==> src/sv/tgp_pkg.sv <==
// Shared types and constants for the turtle grid plotter.
// Depends on nothing; every other file of the block imports it.
package tgp_pkg;

    // Widest row address the block supports (a grid of up to 64 rows).
    localparam int MAX_AW = 6;

    localparam logic [2:0] CMD_PEN_UP    = 3'd0;
    localparam logic [2:0] CMD_PEN_DOWN  = 3'd1;
    localparam logic [2:0] CMD_TURN_RIGHT = 3'd2;
    localparam logic [2:0] CMD_TURN_LEFT = 3'd3;
    localparam logic [2:0] CMD_MOVE      = 3'd4;
    localparam logic [2:0] CMD_SHOW      = 3'd5;

    typedef struct packed {
        logic [2:0] command;
        logic [7:0] steps;
    } t_in;

    typedef struct packed {
        logic [5:0]  row_index;
        logic [15:0] row_bits;
        logic [5:0]  pos_x;
        logic [5:0]  pos_y;
        logic [1:0]  heading_out;
        logic        pen_out;
        logic        last;
    } t_out;

    // Commands from the controller to the datapath.
    typedef struct packed {
        logic              accept;
        logic              rd_en;
        logic [MAX_AW-1:0] rd_addr;
        logic              show;
        logic              finish;
    } t_dp_ctl;

    // Status from the datapath back to the controller.
    typedef struct packed {
        logic              pen;
        logic              horiz;
        logic [MAX_AW-1:0] lo;
        logic [MAX_AW-1:0] hi;
        logic [MAX_AW-1:0] row;
    } t_dp_stat;

endpackage

==> src/sv/tgp_datapath.sv <==
// Datapath of the turtle grid plotter: turtle state, grid memory with row valid bits,
// read-modify-write marking and the result register. Depends on tgp_pkg.
module tgp_datapath #(
    parameter int GRID = 16
) (
    input  logic             i_clk,
    input  logic             i_rst_n,
    input  tgp_pkg::t_in     i_cmd,
    input  tgp_pkg::t_dp_ctl i_ctl,
    output tgp_pkg::t_dp_stat o_stat,
    output logic             o_valid,
    output tgp_pkg::t_out    o_result
);
    import tgp_pkg::*;

    localparam int AW = (GRID > 1) ? $clog2(GRID) : 1;
    localparam int RW = (GRID > 16) ? GRID : 16;
    localparam logic [AW-1:0] EDGE = AW'(GRID - 1);

    logic [AW-1:0]   r_col, n_col;
    logic [AW-1:0]   r_row, n_row;
    logic [1:0]      r_heading, n_heading;
    logic            r_pen, n_pen;
    logic            r_valid, n_valid;
    t_out            r_out, n_out;

    logic            r_horiz;
    logic [AW-1:0]   r_lo, r_hi, r_end;

    logic [GRID-1:0] r_mem [GRID];
    logic [GRID-1:0] r_vld;
    logic [GRID-1:0] r_q;
    logic            r_q_vld;
    logic            r_rd_pend;
    logic            r_rd_show;
    logic [AW-1:0]   r_rd_addr;

    logic            horiz, fwd;
    logic [AW-1:0]   start_pos, end_pos, lo_pos, hi_pos;
    logic [8:0]      fwd_sum;
    logic [GRID-1:0] q_eff, mask;
    logic [RW-1:0]   q_wide;
    logic            wr_en;
    logic [AW-1:0]   rd_addr;

    assign rd_addr = i_ctl.rd_addr[AW-1:0];

    // Plan of a move from the state at acceptance: clamp at the grid edge.
    always_comb begin
        horiz     = ~r_heading[0];
        fwd       = ~r_heading[1];
        start_pos = horiz ? r_col : r_row;
        fwd_sum   = 9'(start_pos) + 9'(i_cmd.steps);
        if (fwd) begin
            end_pos = (fwd_sum > 9'(GRID - 1)) ? EDGE : fwd_sum[AW-1:0];
        end else begin
            end_pos = (i_cmd.steps > 8'(start_pos)) ? '0
                    : AW'(8'(start_pos) - i_cmd.steps);
        end
        lo_pos = (start_pos < end_pos) ? start_pos : end_pos;
        hi_pos = (start_pos < end_pos) ? end_pos : start_pos;
    end

    assign q_eff  = r_q_vld ? r_q : '0;
    assign q_wide = RW'(q_eff);
    assign wr_en  = r_rd_pend & ~r_rd_show;

    always_comb begin
        for (int i = 0; i < GRID; i++) begin
            if (r_horiz) begin
                mask[i] = (AW'(i) >= r_lo) && (AW'(i) <= r_hi);
            end else begin
                mask[i] = (AW'(i) == r_col);
            end
        end
    end

    always_comb begin
        n_col     = r_col;
        n_row     = r_row;
        n_heading = r_heading;
        n_pen     = r_pen;
        n_valid   = 1'b0;
        if (i_ctl.accept) begin
            unique case (i_cmd.command)
                CMD_PEN_UP:     n_pen = 1'b0;
                CMD_PEN_DOWN:   n_pen = 1'b1;
                CMD_TURN_RIGHT: n_heading = r_heading + 2'd1;
                CMD_TURN_LEFT:  n_heading = r_heading - 2'd1;
                default:        n_pen = r_pen;
            endcase
            n_valid = (i_cmd.command != CMD_MOVE) && (i_cmd.command != CMD_SHOW);
        end
        if (i_ctl.finish) begin
            if (r_horiz) begin
                n_col = r_end;
            end else begin
                n_row = r_end;
            end
            n_valid = 1'b1;
        end
        n_out.row_index   = '0;
        n_out.row_bits    = '0;
        n_out.pos_x       = 6'(n_col);
        n_out.pos_y       = 6'(n_row);
        n_out.heading_out = n_heading;
        n_out.pen_out     = n_pen;
        n_out.last        = 1'b1;
        if (r_rd_pend && r_rd_show) begin
            n_out.row_index = 6'(r_rd_addr);
            n_out.row_bits  = q_wide[15:0];
            n_out.last      = (r_rd_addr == EDGE);
            n_valid         = 1'b1;
        end
    end

    always_ff @(posedge i_clk) begin
        if (!i_rst_n) begin
            r_col     <= '0;
            r_row     <= '0;
            r_heading <= '0;
            r_pen     <= 1'b0;
            r_valid   <= 1'b0;
            r_vld     <= '0;
            r_rd_pend <= 1'b0;
        end else begin
            r_col     <= n_col;
            r_row     <= n_row;
            r_heading <= n_heading;
            r_pen     <= n_pen;
            r_valid   <= n_valid;
            r_rd_pend <= i_ctl.rd_en;
            if (wr_en) begin
                r_vld[r_rd_addr] <= 1'b1;
            end
        end
    end

    always_ff @(posedge i_clk) begin
        r_out <= n_out;
        if (i_ctl.accept) begin
            r_horiz <= horiz;
            r_lo    <= lo_pos;
            r_hi    <= hi_pos;
            r_end   <= end_pos;
        end
        if (i_ctl.rd_en) begin
            r_q       <= r_mem[rd_addr];
            r_q_vld   <= r_vld[rd_addr];
            r_rd_addr <= rd_addr;
            r_rd_show <= i_ctl.show;
        end
        if (wr_en) begin
            r_mem[r_rd_addr] <= q_eff | mask;
        end
    end

    assign o_stat.pen   = r_pen;
    assign o_stat.horiz = r_horiz;
    assign o_stat.lo    = MAX_AW'(r_lo);
    assign o_stat.hi    = MAX_AW'(r_hi);
    assign o_stat.row   = MAX_AW'(r_row);
    assign o_valid      = r_valid;
    assign o_result     = r_out;

endmodule

==> src/sv/tgp_ctrl.sv <==
// Controller of the turtle grid plotter: sequences move planning, row sweeps
// for marking and showing, and the move's closing status. Depends on tgp_pkg.
module tgp_ctrl #(
    parameter int GRID = 16
) (
    input  logic              i_clk,
    input  logic              i_rst_n,
    input  logic              i_accept,
    input  logic [2:0]        i_command,
    input  tgp_pkg::t_dp_stat i_stat,
    output tgp_pkg::t_dp_ctl  o_ctl,
    output logic              o_busy
);
    import tgp_pkg::*;

    localparam int AW = (GRID > 1) ? $clog2(GRID) : 1;
    localparam logic [AW-1:0] EDGE = AW'(GRID - 1);

    typedef enum logic [1:0] {
        S_IDLE,
        S_PLAN,
        S_SWEEP,
        S_DRAIN
    } t_state;

    t_state        r_state;
    logic [AW-1:0] r_addr;
    logic [AW-1:0] r_stop;
    logic          r_show;

    always_ff @(posedge i_clk) begin
        if (!i_rst_n) begin
            r_state <= S_IDLE;
            r_addr  <= '0;
            r_stop  <= '0;
            r_show  <= 1'b0;
        end else begin
            unique case (r_state)
                S_IDLE: begin
                    if (i_accept && i_command == CMD_MOVE) begin
                        r_state <= S_PLAN;
                    end else if (i_accept && i_command == CMD_SHOW) begin
                        r_state <= S_SWEEP;
                        r_addr  <= '0;
                        r_stop  <= EDGE;
                        r_show  <= 1'b1;
                    end
                end
                S_PLAN: begin
                    if (i_stat.pen) begin
                        r_state <= S_SWEEP;
                        r_addr  <= i_stat.horiz ? i_stat.row[AW-1:0] : i_stat.lo[AW-1:0];
                        r_stop  <= i_stat.horiz ? i_stat.row[AW-1:0] : i_stat.hi[AW-1:0];
                        r_show  <= 1'b0;
                    end else begin
                        r_state <= S_IDLE;
                    end
                end
                S_SWEEP: begin
                    if (r_addr == r_stop) begin
                        r_state <= S_DRAIN;
                    end else begin
                        r_addr <= r_addr + AW'(1);
                    end
                end
                S_DRAIN: r_state <= S_IDLE;
                default: r_state <= S_IDLE;
            endcase
        end
    end

    assign o_ctl.accept  = i_accept;
    assign o_ctl.rd_en   = (r_state == S_SWEEP);
    assign o_ctl.rd_addr = MAX_AW'(r_addr);
    assign o_ctl.show    = r_show;
    assign o_ctl.finish  = ((r_state == S_PLAN) && !i_stat.pen)
                         || ((r_state == S_DRAIN) && !r_show);
    assign o_busy        = (r_state != S_IDLE);

endmodule

==> src/sv/turtle_grid_plotter_top.sv <==
// Top level of the turtle grid plotter: joins controller and datapath.
// Depends on tgp_pkg, tgp_ctrl and tgp_datapath.
//
// A command is taken at a rising edge where start is high and busy is low. Every
// result appears on o_result for exactly one cycle, flagged by o_valid, and the
// receiver cannot hold it off, so it must take each transfer as it comes. Pen up,
// pen down, turns and unused codes leave busy low, and the status result follows
// in the next cycle, so such commands may arrive back to back. A move with the
// pen up keeps busy high through the plan state only and reports its status as
// busy falls again. A move with the pen down sweeps the rows it touches through
// the grid memory, one read-modify-write per cycle on its single write port: a
// horizontal stroke touches one row, a vertical stroke N rows, and busy stays
// high through the plan, sweep and drain states, the status following as busy
// falls. Show reads every row in turn through the sweep and drain states, and
// one row result comes out per cycle, the last row flagged by last. The grid
// starts cleared after reset without any clearing pass, since each row carries
// a valid bit that reset clears. GRID may range from 2 to 64; row_bits always
// shows columns 0 to 15 of a row.
module turtle_grid_plotter_top #(
    parameter int GRID = 16
) (
    input  logic          i_clk,
    input  logic          i_rst_n,
    input  logic          start,
    output logic          busy,
    input  tgp_pkg::t_in  i_cmd,
    output logic          o_valid,
    output tgp_pkg::t_out o_result
);
    import tgp_pkg::*;

    t_dp_ctl  ctl;
    t_dp_stat stat;
    logic     accept;

    // A command transfer completes whenever start meets an idle block.
    assign accept = start & ~busy;

    tgp_ctrl #(
        .GRID(GRID)
    ) u_ctrl (
        .i_clk     (i_clk),
        .i_rst_n   (i_rst_n),
        .i_accept  (accept),
        .i_command (i_cmd.command),
        .i_stat    (stat),
        .o_ctl     (ctl),
        .o_busy    (busy)
    );

    tgp_datapath #(
        .GRID(GRID)
    ) u_datapath (
        .i_clk    (i_clk),
        .i_rst_n  (i_rst_n),
        .i_cmd    (i_cmd),
        .i_ctl    (ctl),
        .o_stat   (stat),
        .o_valid  (o_valid),
        .o_result (o_result)
    );

`ifndef SYNTHESIS
    // A command other than move or show gives its status result in the very next cycle.
    a_simple_status: assert property (@(posedge i_clk) disable iff (!i_rst_n)
        (accept && i_cmd.command != CMD_MOVE && i_cmd.command != CMD_SHOW)
        |=> (o_valid && o_result.last))
        else $error("single-cycle command gave no status result");

    // Show occupies the block for the sweep that follows.
    a_show_busy: assert property (@(posedge i_clk) disable iff (!i_rst_n)
        (accept && i_cmd.command == CMD_SHOW) |=> busy)
        else $error("show command did not start a row sweep");

    // The only final result carrying a row index other than zero is the last row.
    a_last_row: assert property (@(posedge i_clk) disable iff (!i_rst_n)
        (o_valid && o_result.last && o_result.row_index != 6'd0)
        |-> (o_result.row_index == 6'(GRID - 1)))
        else $error("last flag on a row other than the final one");
`endif

endmodule
==> config.mk <==
export PLATFORM = sky130hd
export DESIGN_NAME = turtle_grid_plotter_top
export DESIGN_NICKNAME = d
export VERILOG_FILES = /design/src/sv/tgp_pkg.sv /design/src/sv/tgp_datapath.sv /design/src/sv/tgp_ctrl.sv /design/src/sv/turtle_grid_plotter_top.sv
export SDC_FILE = /design/constraint.sdc
export NUM_CORES = 1
export LEC_CHECK = 0
export BUFFER_PORTS_ARGS = -buffer_cell sky130_fd_sc_hd__buf_2
export CAP_MARGIN = 20
export CORE_MARGIN = 4
export CORE_UTILIZATION = 45
export DETAILED_ROUTE_END_ITERATION = 10
export GPL_TIMING_DRIVEN = 0
export PLACE_DENSITY = 0.57
export SLEW_MARGIN = 10
export SYNTH_ARGS = -nofsm -noshare
export SYNTH_HDL_FRONTEND = slang
export SYNTH_SLANG_ARGS = --single-unit
==> constraint.sdc <==
create_clock -name i_clk -period 4.8 [get_ports i_clk]
set_input_delay 0.24 -clock i_clk [delete_from_list [all_inputs] [get_ports i_clk]]
set_output_delay 0.24 -clock i_clk [all_outputs]
set_load 0.02 [all_outputs]
Word level (Yosys, flattened, before mapping)
Memories as Yosys holds them, arrays and structs flattened. A register that Yosys moved wholly into a read port is not among the register bits.
Index checks and enable logic that the tools add are counted.
{"block": "word_totals", "word_cells": 205, "input_bits": 14, "mem_bits_rw": 256, "out_inout_bits": 40, "memories": 1, "ff_bits": 93}
{"block": "op_classes", "n_addsub": 5, "n_eq_ne": 33, "bitwise_logic": 7, "mux": 60, "n_reduce_logical": 35, "magnitude_cmp": 38}
{"memory": "u_datapath.r_mem", "depth": 16, "word_bits": 16, "read_ports": 1, "rd_ports_with_merged_regs": 1, "write_ports": 1, "line_no": "tgp_datapath.sv:30", "source": "logic [GRID-1:0] r_mem [GRID];"}
{"operator": "4-bit two-way mux", "n": 19}
{"operator": "4-bit equality test, first input constant", "n": 8}
{"operator": "4-bit greater-or-equal comparator, first input constant", "n": 8}
{"operator": "4-bit <= comparator, first input constant", "n": 8}
{"operator": "16-bit bitwise OR", "n": 2}
{"operator": "1-bit two-way mux", "n": 27}
{"operator": "1-bit logical AND", "n": 23}
{"operator": "3-bit by 4-bit equality test with 1-bit output, first input constant", "n": 4}
{"operator": "3-bit by 4-bit greater-or-equal comparator with 1-bit output, first input constant", "n": 4}
{"operator": "3-bit by 4-bit <= comparator with 1-bit output, first input constant", "n": 4}
{"operator": "16-bit two-way mux", "n": 1}
{"operator": "4-bit case mux with 3 select lines", "n": 1}
{"operator": "4-bit by 5-bit < comparator with 1-bit output, second input constant", "n": 2}
{"operator": "2-bit two-way mux", "n": 5}
{"operator": "4-bit by 8-bit adder with 9-bit output", "n": 1}
{"operator": "9-bit by 4-bit greater-than comparator with 1-bit output, second input constant", "n": 1}
{"operator": "2-bit by 4-bit equality test with 1-bit output, first input constant", "n": 2}
{"operator": "1-bit by 4-bit greater-or-equal comparator with 1-bit output, first input constant", "n": 2}
{"operator": "2-bit by 4-bit greater-or-equal comparator with 1-bit output, first input constant", "n": 2}
{"operator": "8-bit by 4-bit greater-than comparator with 1-bit output", "n": 1}
{"operator": "1-bit by 4-bit <= comparator with 1-bit output, first input constant", "n": 2}
{"operator": "2-bit by 4-bit <= comparator with 1-bit output, first input constant", "n": 2}
{"operator": "2-bit case mux with 4 select lines", "n": 1}
{"operator": "4-bit case mux with 2 select lines", "n": 1}
{"operator": "34 further kinds", "n": 47}

Longest topological paths before layout
Gate-level depths: netlist (run 1).
{"block": "depth", "word_depth": 7, "mapped_depth": 16, "depth_no_buf": 15}

By module
A second synthesis (run 1) with hierarchy kept.
{"block": "hier_totals", "hier_cells": 856, "hier_area_um2": 14869.3}
{"mod": "tgp_datapath", "seq_area_each_um2": 9959.6, "cells_each": 766, "instances": 1, "area_each_um2": 13978.4}
{"mod": "tgp_ctrl", "seq_area_each_um2": 220.2, "cells_each": 89, "instances": 1, "area_each_um2": 877.1}
{"mod": "turtle_grid_plotter_top", "seq_area_each_um2": 0.0, "cells_each": 1, "instances": 1, "area_each_um2": 13.8}

Least setup slack after synthesis (run 1)
Ideal clock, no wire load.
{"block": "synth_path", "path_type": "register -> register", "startpoint": "register u_datapath.r_heading[0]", "endpoint": "register u_datapath.r_hi[0], data pin", "path_stages_with_launch": 17, "arrival_ns": 3.851, "synth_period_minus_slack_ns": 4.130, "slack_ns": 0.670, "path_buffers": 1, "required_ns": 4.521, "setup_ns": 0.279, "path_cell_list": "dfxtp_1 clkbuf_1 mux2i_1 inv_1 ha_1 inv_1 fa_1 or4_4 nor4b_4 o21ai_2 o31ai_1 ha_1 inv_1 a21oi_1 and2b_4 a32oi_4 mux2i_1"}
{"block": "synth_between", "elab_chain_cells": 7, "word_cells_on_any_way": 10, "cone_classes": "2 x add/sub; 3 x order compare; 5 x mux"}
{"item": "start: declaration", "line_no": "tgp_datapath.sv:22", "source": "logic [1:0] r_heading, n_heading;"}
{"item": "start signal: assignment", "line_no": "tgp_datapath.sv:129", "source": "r_heading <= n_heading;"}
{"item": "4-bit two-way mux (*)", "line_no": "tgp_datapath.sv:52", "source": "start_pos = horiz ? r_col : r_row;"}
{"item": "4-bit by 8-bit adder with 9-bit output", "line_no": "tgp_datapath.sv:53", "source": "fwd_sum = 9'(start_pos) + 9'(i_cmd.steps);"}
{"item": "9-bit by 4-bit greater-than comparator with 1-bit output", "line_no": "tgp_datapath.sv:55", "source": "end_pos = (fwd_sum > 9'(GRID - 1)) ? EDGE : fwd_sum[AW-1:0];"}
{"item": "4-bit two-way mux", "line_no": "tgp_datapath.sv:55"}
{"item": "4-bit two-way mux", "line_no": "tgp_datapath.sv:54", "source": "if (fwd) begin"}
{"item": "4-bit < comparator", "line_no": "tgp_datapath.sv:61", "source": "hi_pos = (start_pos < end_pos) ? end_pos : start_pos;"}
{"item": "4-bit two-way mux (*)", "line_no": "tgp_datapath.sv:61"}
{"item": "via u_datapath.hi_pos[0]", "line_no": "tgp_datapath.sv:39", "source": "logic [AW-1:0] start_pos, end_pos, lo_pos, hi_pos;"}
{"item": "end signal: assignment", "line_no": "tgp_datapath.sv:144", "source": "r_hi <= hi_pos;"}
{"item": "end: declaration", "line_no": "tgp_datapath.sv:28", "source": "logic [AW-1:0] r_lo, r_hi, r_end;"}
Mark *: on every way through the listed nets, which the timed path passes. The rest lies on a longest branch.
A chain may end at the register's enable or synchronous reset.

Worst setup path after layout (run 1)
{"block": "layout_path", "startpoint": "register u_datapath.r_col[0]", "endpoint": "register u_datapath.r_lo[2], data pin"}
{"block": "layout_between", "elab_chain_cells": 7, "word_cells_on_any_way": 10, "cone_classes": "2 x add/sub; 3 x order compare; 5 x mux"}
{"item": "start: declaration", "line_no": "tgp_datapath.sv:20", "source": "logic [AW-1:0] r_col, n_col;"}
{"item": "start signal: assignment", "line_no": "tgp_datapath.sv:127", "source": "r_col <= n_col;"}
{"item": "4-bit two-way mux (*)", "line_no": "tgp_datapath.sv:52"}
{"item": "4-bit by 8-bit adder with 9-bit output", "line_no": "tgp_datapath.sv:53"}
{"item": "9-bit by 4-bit greater-than comparator with 1-bit output", "line_no": "tgp_datapath.sv:55"}
{"item": "4-bit two-way mux", "line_no": "tgp_datapath.sv:55"}
{"item": "4-bit two-way mux", "line_no": "tgp_datapath.sv:54"}
{"item": "4-bit < comparator", "line_no": "tgp_datapath.sv:60", "source": "lo_pos = (start_pos < end_pos) ? start_pos : end_pos;"}
{"item": "4-bit two-way mux (*)", "line_no": "tgp_datapath.sv:60"}
{"item": "via u_datapath.lo_pos[2]", "line_no": "tgp_datapath.sv:39"}
{"item": "end signal: assignment", "line_no": "tgp_datapath.sv:143", "source": "r_lo <= lo_pos;"}
{"item": "end: declaration", "line_no": "tgp_datapath.sv:28"}
Marks and branches as above.

==> results.yml, run 1 <==
run_status:
  status: "completed"
cts:
  numCtsBuffers: 39
  clockBufferDepth: 3
  cts_tree: "yes"
  cts_setup_buffers: 0
  clk_pin_slew_ns: 0.06
  clock_sinks: 363
  clk_latency_ns: 0.54
  root_buffer: "clkbuf_16"
  cts_max_level: 2
cells_and_area:
  fill_cells: 2584
  finalNonFillerCells: 1429
  antenna_cells: 0
  drive_gt1_share_pct: 26.0
  seqCellArea_um2: 10200
  multi_input_area_um2: 4240
  stdcell_area_um2: 17000
  area_growth_pct: 16.1
  nets: 1003
power:
  ir_drop_mv: 0.291
  sw_frac_of_total_pct: 25.3
  seq_power_share_pct: 50.7
  powerDensity_nw_per_um2: 446
  switching_power_mw: 1.91
  p_int_mw: 5.65
  finalPower_mw: 7.56
  pwr-share-clk_pct: 37.7
  power_leakage_nw: 5.75
  comb_power_share_pct: 11.6
synthesis:
  synth-edff-count: 291
  syn_area_um2: 14600
  synth_most_common_cell: "edfxtp_1"
  synth_top_area_share_pct: 59.8
  ys_async_sr_fraction_pct: 0
  synth_cell_types: 57
  synthFlopType: "edfxtp_1"
  yosys.area.top_type: "edfxtp_1"
  syn-mean-instance-area_um2: 17.2
  synth_area_leaders: "edfxtp_1 (60%), mux4_2 (13%), dfxtp_1 (9.9%)"
  yosysWarningCount: 0
  yosys-top-cells-count: "edfxtp_1 (291), mux4_2 (85), dfxtp_1 (72), nand2_1 (59), nor2_1 (47)"
  ys_seq_elements: 363
  yosysSeqAreaShare_pct: 69.7
  netlist_instances: 852
setup_path:
  startpoint_type: "register"
  cp_max_fo: 7
  cpPeakStageDelay_ns: 0.56
  slowest_stage: "or4_4"
  arrival_ns: 4.75
  path_cells: "mux2i_1 > inv_1 > ha_1 > inv_1 > fa_1 > or4_4 > nor4b_4 > o21ai_2 > o31ai_2 > ha_1 > inv_1 > a21oi_1 > and2b_4 > a32oi_4 > mux2i_1"
  cp.required_ns: 5.14
  endpoint_kind: "register"
  critical-path-top-delay-family: "simple AND/OR/NAND/NOR gates"
  critPathKind: "register to register"
  path_buf_inv: 3
  crit_top_cell: "inv_1"
sta:
  tightest_slew_ns: 1.01
  post-route-period-util_pct: 91.8
  setup_viol_count_final: 0
  max_freq_ghz: 0.227
  rsz0062_at_grt: "false"
  fin_tns_setup_ns: 0
  min_period_ns: 4.41
  fin_ws_ns: 0.394
  finalClockSkew_ns: 0.0200
  hold_viol_final: 0
  drv_slew: 0
  relSlewSlack_pct: 32.6
drt:
  first_pass_iters: 5
  drtIter0Drc: 793
  drc: 0
  routed_via_density: 5.49
  wl_mm: 33.7
  vias: 7840
  postRouteAntennaNets: 0
  wire_per_inst_um: 23.6
global_route:
  grt_max_degree: 28
  grt_pass1_vias: 8037
  grt_overflow: 0
  grt_pass1_wl_mm: 51.4
  grt_usage_pct: 19.4
  grt_antenna_before_repair: 0
floorplan:
  die_w_um: 188
  dieArea_um2: 35400
  num_rows: 65
  ios: 54
  die_y_um: 188
  core-area_um2: 31800
  start_util_pct: 46.0
flow_run:
  cap_violations: 0
placement:
  place_area_um2: 15700
  dp.cells: 1357
  io_buffers: 46
  gp_congestion: 0.855
  place_ws_ns: 0.0495
  dp_hpwl_mm: 22.7
hold_path:
  min_path_type: "input port to register"
[cell families after synthesis]
logic type	count (synthesis)	share of synthesized area, %
DFF	363	69.7
and+or+nand+nor	180	6.01
AOI/OAI and AO/OA	84	4.06
xor gates and xnor gates	13	0.779
adders and majority gates	25	2.24
muxes	113	15.1
buffers and inverters	73	2.11
other	1	0.0257
[path summary, 6_finish.rpt]
| path | from | endpoint | slack (ns) | cells past startpoint |
|---|---|---|---|---|
| min reg2reg | u_datapath.r_vld[11]$_SDFFE_PN0P_ | u_datapath.r_vld[11]$_SDFFE_PN0P_ | 0.47 | 1 |
| min | i_cmd[8] | u_datapath.o_result[1]$_DFF_P_ | 0.03 | 2 |
| max | u_datapath.r_col[0]$_SDFF_PN0_ | u_datapath.r_lo[2]$_DFFE_PP_ | 0.39 | 15 |
| max reg2reg | u_datapath.r_col[0]$_SDFF_PN0_ | u_datapath.r_lo[2]$_DFFE_PP_ | 0.39 | 15 |
[power groups by stage]
stage	Clock [mW]	Sequential, mW	Combinational [mW]
finish	2.85	3.83	0.878
CTS	2.91	3.83	0.879
global route	3.06	3.84	0.979
global placement	0	3.90	0.833
floorplan	0	3.90	0.510
detailed placement	0	3.89	0.877
[worst register-to-register path, stage by stage, from the launching register on]
cell	delay, ns
dfxtp_1	0.51
mux2i_1	0.27
inv_1	0.16
ha_1	0.19
inv_1	0.06
fa_1	0.42
or4_4	0.56
nor4b_4	0.24
o21ai_2	0.15
o31ai_2	0.29
ha_1	0.28
inv_1	0.07
a21oi_1	0.11
and2b_4	0.19
a32oi_4	0.37
mux2i_1	0.34
[metal layers]
metal  wire length (µm)  track usage (%)
met3               1920             3.33
met4                493             3.87
met5                  0                0
met2              16600             32.4
met1              14700             27.2
[layout make-up]
class / count / share of cell area (%)
Sequential cell: 363 / 60.0
Multi-Input combinational cell: 421 / 25.0
Clock buffer: 57 / 6.71
Tap cell: 435 / 3.21
Timing Repair Buffer: 67 / 2.75
Buffer: 46 / 1.22
Inverter: 26 / 0.575
Clock inverter: 14 / 0.524
[metrics by stage]
stage	utilization, %	hold slack, ns
finish	53.3	0.0300
global route	53.3	0.0212
CTS	53.3	0.0132
detailed placement	49.4	0.453
global placement	48.4	0.444
floorplan	-	0.397
[flip-flops by register name, summed over array words and instances, names as in the netlist]
register / flops
u_datapath.r_vld: 16
u_datapath.o_valid: 1
u_datapath.r_hi: 4
u_datapath.r_col: 4
u_datapath.o_result: 32
u_ctrl.r_state: 2
u_datapath.r_row: 4
u_ctrl.r_stop: 4
u_datapath.r_rd_show: 1
u_datapath.r_q: 16
u_datapath.r_heading: 2
u_datapath.r_rd_pend: 1
u_datapath.r_pen: 1
u_datapath.r_q_vld: 1
u_ctrl.r_show: 1
u_datapath.r_mem: 256
u_datapath.r_end: 4
u_datapath.r_rd_addr: 4
u_datapath.r_lo: 4
u_datapath.r_horiz: 1
u_ctrl.r_addr: 4
[placed cells by master, fill, tap and decap left out, drive strengths merged, types with 3 or more instances in the layout]
cell type and instances:
o21ai 23, a21oi 9, inv 29, nor2b 10, nand3 19, xor2 9
conb 6, and3 5, buf 85, o211ai 5, o31ai 5, mux4 85
and2 14, nand2 59, o221ai 4, mux2i 17, a31oi 3, o21a 17
clkbuf 85, clkinv 11, ha 23, dfxtp 72, edfxtp 291, nor3 6
nand2b 10, xnor2 4, mux2 11, nor2 47
[repair_timing]
action,CTS,global route
cloned,0,0
hold buffers,0,0
gates resized for setup,0,2
setup endpoints to repair,1,6
Note: power is estimated with default switching activity, not from simulation.
==> run 2, diff against run 1 <==
- BUFFER_PORTS_ARGS: -buffer_cell sky130_fd_sc_hd__buf_2 -> unset
- DONT_BUFFER_PORTS: unset -> 1
- GPL_TIMING_DRIVEN: 0 -> unset
- PLACE_DENSITY: 0.57 -> 0.56
==> run 2 against run 1 <==
Die area is the same. Largest power group unchanged. Worst hold slack gained 0.012 ns. Sequential share of layout area grew 1.4 points. Critical path depth grew 1. Critical endpoint unchanged. Sequential power grew 2%.
==> results.yml, run 2 (synthesis gave the netlist of run 1 again) <==
run_status:
  status: "completed"
setup_path:
  cp_max_fo: 7
  critPathKind: "register to register"
  reg2reg_slack_ns: 0.40
  startpoint_type: "register"
  endpoint_kind: "register"
  cp.required_ns: 5.17
  rr_worst_depth: 16
  arrival_ns: 4.76
sta:
  drv_slew: 0
  finalClockSkew_ns: 0.0163
  setup_viol_count_final: 0
  tightest_slew_ns: 1.02
  max_freq_ghz: 0.227
  hold_viol_final: 0
  rsz0062_at_grt: "false"
  min_period_ns: 4.40
  relSlewSlack_pct: 31.8
  fin_tns_setup_ns: 0
  post-route-period-util_pct: 91.6
drt:
  drc: 0
  wl_mm: 32.8
  drtIter0Drc: 604
  postRouteAntennaNets: 0
  first_pass_iters: 5
  wire_per_inst_um: 24.3
  routed_via_density: 5.66
  vias: 7642
power:
  ir_drop_mv: 0.237
  power_leakage_nw: 5.47
  seq_power_share_pct: 51.5
  powerDensity_nw_per_um2: 458
  switching_power_mw: 1.88
  p_int_mw: 5.72
  pwr-share-clk_pct: 38.7
  comb_power_share_pct: 9.8
  sw_frac_of_total_pct: 24.8
cells_and_area:
  largest_reg_flops: 256
  final_common_cell: "edfxtp_1"
  area_growth_pct: 13.6
  antenna_cells: 0
  nets: 923
  stdcell_area_um2: 16600
  seqCellArea_um2: 10200
  largest-register: "u_datapath.r_mem"
  fill_cells: 2557
  drive_gt1_share_pct: 22.4
  mostFrequentLayoutCells: "edfxtp_1 (291), mux4_2 (85), dfxtp_1 (70)"
  multi_input_area_um2: 4210
floorplan:
  die_w_um: 188
  start_util_pct: 46.0
  ios: 54
  dieArea_um2: 35400
  die_y_um: 188
  core-area_um2: 31800
  num_rows: 65
global_route:
  grt_pass1_wl_mm: 49.5
  grt_overflow: 0
  grt_max_degree: 45
  grt_pass1_vias: 7916
  grt_antenna_before_repair: 0
  grt_usage_pct: 18.5
cts:
  cts_setup_buffers: 0
  clockBufferDepth: 3
  clk_latency_ns: 0.53
  clock_sinks: 363
  cts_max_level: 2
  root_buffer: "clkbuf_16"
  cts_tree: "yes"
  numCtsBuffers: 39
  clk_pin_slew_ns: 0.06
hold_path:
  hold_path_depth: 2
  min_path_type: "input port to register"
placement:
  dp_hpwl_mm: 20.1
  place_area_um2: 15200
  io_buffers: 0
  gp_congestion: 0.850
flow_run:
  cap_violations: 0
-- run 2: cell count changes in the layout (fill, tap and decap cells not counted), moves of 2 or more --
cell,before,now
nor2_2,7,11
nor2_4,5,1
buf_6,7,0
clkbuf_1,39,11
clkbuf_8,3,7
buf_1,3,0
buf_2,55,0
clkbuf_4,0,4
buf_4,13,25
clkinv_2,7,5
dlygate4sd3_1,0,4
buf_8,7,0
buf_12,0,2
-- run 2: power groups by stage --
stage | clock network, mW | registers, mW | logic (mW)
after CTS | 3.01 | 3.91 | 0.732
after floorplan | 0 | 3.90 | 0.510
after detailed placement | 0 | 3.98 | 0.718
after global placement | 0 | 3.98 | 0.682
final | 2.94 | 3.91 | 0.746
after global routing | 3.15 | 3.92 | 0.828
-- run 2: cell type report --
class / instances / share of cell area [%]
sequential: 363 / 61.4
inverter: 26 / 0.588
clock inverter: 11 / 0.611
clock buffer: 61 / 7.10
tap: 435 / 3.28
multi-input combinational: 421 / 25.3
timing repair buffer: 33 / 1.70
-- run 2: path summary, 6_finish.rpt --
path                                                         start                           endpoint
worst max-delay path            u_datapath.r_heading[0]$_SDFF_PN0_       u_datapath.r_lo[2]$_DFFE_PP_
worst max register to register  u_datapath.r_heading[0]$_SDFF_PN0_       u_datapath.r_lo[2]$_DFFE_PP_
worst min-delay path                                       i_rst_n      u_datapath.o_valid$_SDFF_PN0_
worst min register to register   u_datapath.r_vld[13]$_SDFFE_PN0P_  u_datapath.r_vld[13]$_SDFFE_PN0P_
-- run 2: what timing repair did --
item	CTS	global route
hold buffers	5	0
resized for setup	0	0
hold endpoints to repair	43	0
-- run 2: metrics by stage --
stage / std cells / utilization [%] / power [mW] / setup slack, ns / hold WS [ns]
3_3_place_gp: 1268 / 47.8 / 4.66 / 0.502 / 0.367
4_1_cts: 1345 / 52.0 / 7.65 / 0.425 / 0.0326
6_report: 1350 / 52.2 / 7.60 / 0.401 / 0.0425
3_5_place_dp: 1268 / 47.8 / 4.70 / 0.436 / 0.370
2_1_floorplan: 857 / - / 4.41 / 0.670 / 0.397
5_1_grt: 1350 / 52.2 / 7.91 / 0.197 / 0.0486
-- run 2: metal layers --
metal	vias to the layer above	GRT usage [%]	wire, µm
met4	0	5.05	733
met1	4021	24.9	13700
met3	51	3.26	1810
met2	216	31.4	16500
li1	3354	-	-
met5	-	0	0
-- run 2: worst max-delay path, cell delays in order (launching register included) --
cell	delay, ns
dfxtp_1	0.55
mux2i_1	0.14
buf_4	0.17
inv_1	0.09
ha_1	0.18
inv_1	0.06
fa_1	0.43
or4_4	0.57
nor4b_4	0.24
o21ai_2	0.14
o31ai_1	0.36
ha_1	0.29
inv_1	0.07
a21oi_1	0.11
and2b_4	0.19
a32oi_4	0.37
mux2i_1	0.26
